[config.mk]
export PLATFORM = sky130hd
export DESIGN_NAME = ltc_fifo
export DESIGN_NICKNAME = d
export VERILOG_FILES = /design/src/hw/rtl/ltc_fifo.sv
export SDC_FILE = /design/constraint.sdc
export NUM_CORES = 1
export LEC_CHECK = 0
export BUFFER_PORTS_ARGS = -buffer_cell sky130_fd_sc_hd__clkbuf_2
export CORE_MARGIN = 4
export CORE_UTILIZATION = 44
export DETAILED_ROUTE_END_ITERATION = 6
export GPL_ROUTABILITY_DRIVEN = 0
export PLACE_DENSITY_LB_ADDON = 0.12
export SKIP_CTS_REPAIR_TIMING = 1
export SYNTH_ARGS = -nofsm -noshare
export SYNTH_HDL_FRONTEND = slang
export SYNTH_SLANG_ARGS = --single-unit
[constraint.sdc]
create_clock -name i_clk -period 2.35 [get_ports i_clk]
set_input_delay 0.235 -clock i_clk [delete_from_list [all_inputs] [get_ports i_clk]]
set_output_delay 0.235 -clock i_clk [all_outputs]
set_load 0.01 [all_outputs]
[src/hw/rtl/ltc_fifo.sv]
// ltc_fifo: small register queue with occupancy count.
// Used for the command queue and the result queue; no package dependency.
`default_nettype none

module ltc_fifo #(
    parameter int WIDTH = 8,
    parameter int DEPTH = 4
) (
    input  wire logic                           i_clk,
    input  wire logic                           i_rst_n,
    input  wire logic                           i_push,
    input  wire logic [WIDTH-1:0]               i_data,
    input  wire logic                           i_pop,
    output logic      [WIDTH-1:0]               o_data,
    output logic                                o_full,
    output logic                                o_empty,
    output logic      [$clog2(DEPTH+1)-1:0]     o_count
);

    localparam int PTR_BITS   = (DEPTH > 1) ? $clog2(DEPTH) : 1;
    localparam int COUNT_BITS = $clog2(DEPTH + 1);

    logic [WIDTH-1:0]      r_mem [DEPTH];
    logic [PTR_BITS-1:0]   r_head;
    logic [PTR_BITS-1:0]   r_tail;
    logic [COUNT_BITS-1:0] r_count;
    logic [PTR_BITS-1:0]   n_head;
    logic [PTR_BITS-1:0]   n_tail;
    logic [COUNT_BITS-1:0] n_count;
    logic                  do_push;
    logic                  do_pop;

    assign do_push = i_push && !o_full;
    assign do_pop  = i_pop && !o_empty;

    always_comb begin
        n_head  = r_head;
        n_tail  = r_tail;
        n_count = r_count;
        if (do_push) begin
            n_tail = (r_tail == PTR_BITS'(DEPTH - 1)) ? '0 : r_tail + 1'b1;
        end
        if (do_pop) begin
            n_head = (r_head == PTR_BITS'(DEPTH - 1)) ? '0 : r_head + 1'b1;
        end
        if (do_push && !do_pop) begin
            n_count = r_count + 1'b1;
        end else if (do_pop && !do_push) begin
            n_count = r_count - 1'b1;
        end
    end

    always_ff @(posedge i_clk) begin
        if (!i_rst_n) begin
            r_head  <= '0;
            r_tail  <= '0;
            r_count <= '0;
        end else begin
            r_head  <= n_head;
            r_tail  <= n_tail;
            r_count <= n_count;
        end
    end

    always_ff @(posedge i_clk) begin
        if (do_push) begin
            r_mem[r_tail] <= i_data;
        end
    end

    assign o_data  = r_mem[r_head];
    assign o_full  = (r_count == COUNT_BITS'(DEPTH));
    assign o_empty = (r_count == '0);
    assign o_count = r_count;

endmodule

`default_nettype wire

==> impl_metrics.ini <==
[logic_synthesis]
ys_seq_elements = 41
ys_types = 23
syn_nets = 112
syn-cell-area_um2 = 1630
avgSynthCellArea_um2 = 17.5
ys.flop_type = edfxtp_1
yosysWarnings = 0
synth_area_leaders = edfxtp_1 59%, dfxtp_1 11%, mux4_2 11%
yosys.area.top_type = edfxtp_1
netlist.area_leader.share = 0.589
synthMostInstantiatedCell = edfxtp_1
syn_inst = 93
synth_edf_count = 32
seq_area_frac_synth = 0.700
synth_common_cells = 32 x edfxtp_1, 9 x dfxtp_1, 8 x mux4_2
synthArstFlopShare = 0

[floorplanning]
design.portCount = 25
row_count = 21
initial_utilization = 0.470
core_area_um2 = 3470
dieArea_um2 = 4740
dieWidth_um = 68.9
die_y_um = 68.9

[power_and_ir_drop]
pwr-share-seq = 0.483
combPwrFrac = 0.243
max-vdd-ir-drop_mv = 0.436
pwr-share-clk = 0.273
p_switching_uw = 550
finalPower_mw = 2.05
leakage_nw = 0.717
netSwitchingFraction = 0.268
power_density_nw_per_um2 = 1070
p_int_mw = 1.50

[timing]
fin_setup_tns_ns = 0
fmax_mhz = 472
finalSetupViolCount = 0
slew_headroom = 0.626
period_share = 0.902
tightest_slew_ns = 0.560
rsz0062_at_grt = false
whs_ns = 0.174
period_needed_ns = 2.12
hold_viol = 0
worst_slack_ns = 0.231
slew_violations = 0
final.setup_skew_ns = 0.00554

[place]
dp_hpwl_um = 1870
portBuffers = 24
pre_cts_ws_ns = 0.230

[routing]
drt_iter0_markers = 55
viasPerCell = 4.96
drc_errors = 0
ant_nets = 0
wire_per_inst_um = 15.0
drtPass1Iterations = 4
routed_wl_um = 2530
num_vias = 838

[setup_path]
crit_type = reg2reg
startpoint_type = flip-flop
arrival_ns = 2.33
cp_top_family = adder cells
cp-end-kind = flip-flop
crit_path_max_fanout = 6
crit_path_top_delay_cell = dfxtp_1
worstPathRequired_ns = 2.56
cpPeakStageDelay_ns = 0.39
path_buf_inv = 1
crit_chain = o31ai_1 -> ha_1 -> inv_1 -> fa_1 -> xor2_1 -> or3_1 -> a21boi_0

[global_route]
grt_pass1_vias = 871
grt_pass1_wl_um = 4070
grt_antenna_before_repair = 0
overflow = 0
grt_max_degree = 13
track_usage = 0.121

[cts]
path_clk_slew_ns = 0.07
numCtsBuffers = 5
cts-htree-levels = 2
cts_root_buf = clkbuf_8
cts_tree = yes
clock_path_buffers = 2
cts_sinks = 41
clk_latency_ns = 0.28

[layout]
area_growth_pct = 17.9
fillers = 299
drive_gt1_frac = 0.341
n_antenna_cell = 0
fin_nets = 141

[run_status]
status = finished, final reports clean

[flow_run]
cap_viol_max_count = 0

[hold_path]
hold_class = in2reg
==> area by class of cell <==
cell class	count	area, um^2	share of cell area
flip-flops and latches	41	1140	0.594
clock buffers	7	86.3	0.0449
multi-input cells	45	460	0.240
clock inverters	1	30.0	0.0156
inverters	3	11.3	0.00586
repair buffers	26	135	0.0703
well taps	46	57.6	0.0299
==> final timing paths <==
check / cells after the start / to / slack (ns) / start
worst max register to register: 7 / o_count[2]$_SDFFE_PN0P_ / 0.23 / o_count[0]$_SDFFE_PN0P_
worst max-delay path: 7 / o_count[2]$_SDFFE_PN0P_ / 0.23 / o_count[0]$_SDFFE_PN0P_
worst min-delay path: 1 / r_mem[2][2]$_DFFE_PP_ / 0.17 / i_data[2]
worst min register to register: 2 / r_tail[1]$_SDFFE_PN0P_ / 0.51 / r_tail[1]$_SDFFE_PN0P_
==> routing by layer <==
metal | wire length, um | part of all wire | track usage | up-vias
li1 | - | - | - | 405
met1 | 1070 | 0.42 | 0.156 | 420
met2 | 1360 | 0.54 | 0.204 | 11
met3 | 85 | 0.034 | 0.0389 | 2
met4 | 18 | 0.0071 | 0.0219 | 0
met5 | 0 | 0 | 0 | -
==> metrics by stage <==
stage                     area (um^2)  instances  utilization
final                            1920        169        0.554
after global routing             1920        169        0.554
after CTS                        1920        169        0.554
after detailed placement         1810        161        0.521
after global placement           1810        161        0.521
after floorplan                  1630         93            -
==> cells in the final DEF, fill, tap and decap left out, drive strengths merged <==
| cell type | count |
|---|---|
| nor3 | 1 |
| bufinv | 1 |
| dfxtp | 9 |
| xnor2 | 1 |
| nor3b | 1 |
| a21boi | 1 |
| o21ai | 3 |
| buf | 2 |
| nand2 | 6 |
| nor2b | 2 |
| and2 | 5 |
| clkbuf | 31 |
| or3 | 1 |
| fa | 1 |
| mux4 | 8 |
| xor2 | 1 |
| mux2i | 3 |
| edfxtp | 32 |
| nand3 | 2 |
| inv | 3 |
| o31ai | 1 |
| ha | 6 |
| nor2 | 2 |
==> power groups by stage <==
stage	Combinational, mW	Clock, mW	Sequential, mW
2_1_floorplan	0.368	0	0.963
3_5_place_dp	0.510	0	1.02
6_report	0.500	0.561	0.993
3_3_place_gp	0.495	0	1.01
4_1_cts	0.513	0.573	1.00
5_1_grt	0.555	0.608	1.01
==> registers in the layout, summed over array words and instances, names as in the netlist, named ones only <==
signal and flops:
r_head 2, r_tail 2, o_count 3, r_mem 32
==> kinds of logic (layout without fill, tap and decap cells) <==
logic type / after synthesis / count (layout) / synth area share
AO/OA/AOI/OAI: 5 / 5 / 0.0184
XOR/XNOR: 2 / 2 / 0.0107
adder cells (fa/ha/maj): 7 / 7 / 0.0583
buffers and inverters: 7 / 37 / 0.0176
flip-flops: 41 / 41 / 0.700
multiplexers: 11 / 11 / 0.129
AND/OR/NAND/NOR: 20 / 20 / 0.0660
No activity file was read; power rests on OpenSTA's default activity.
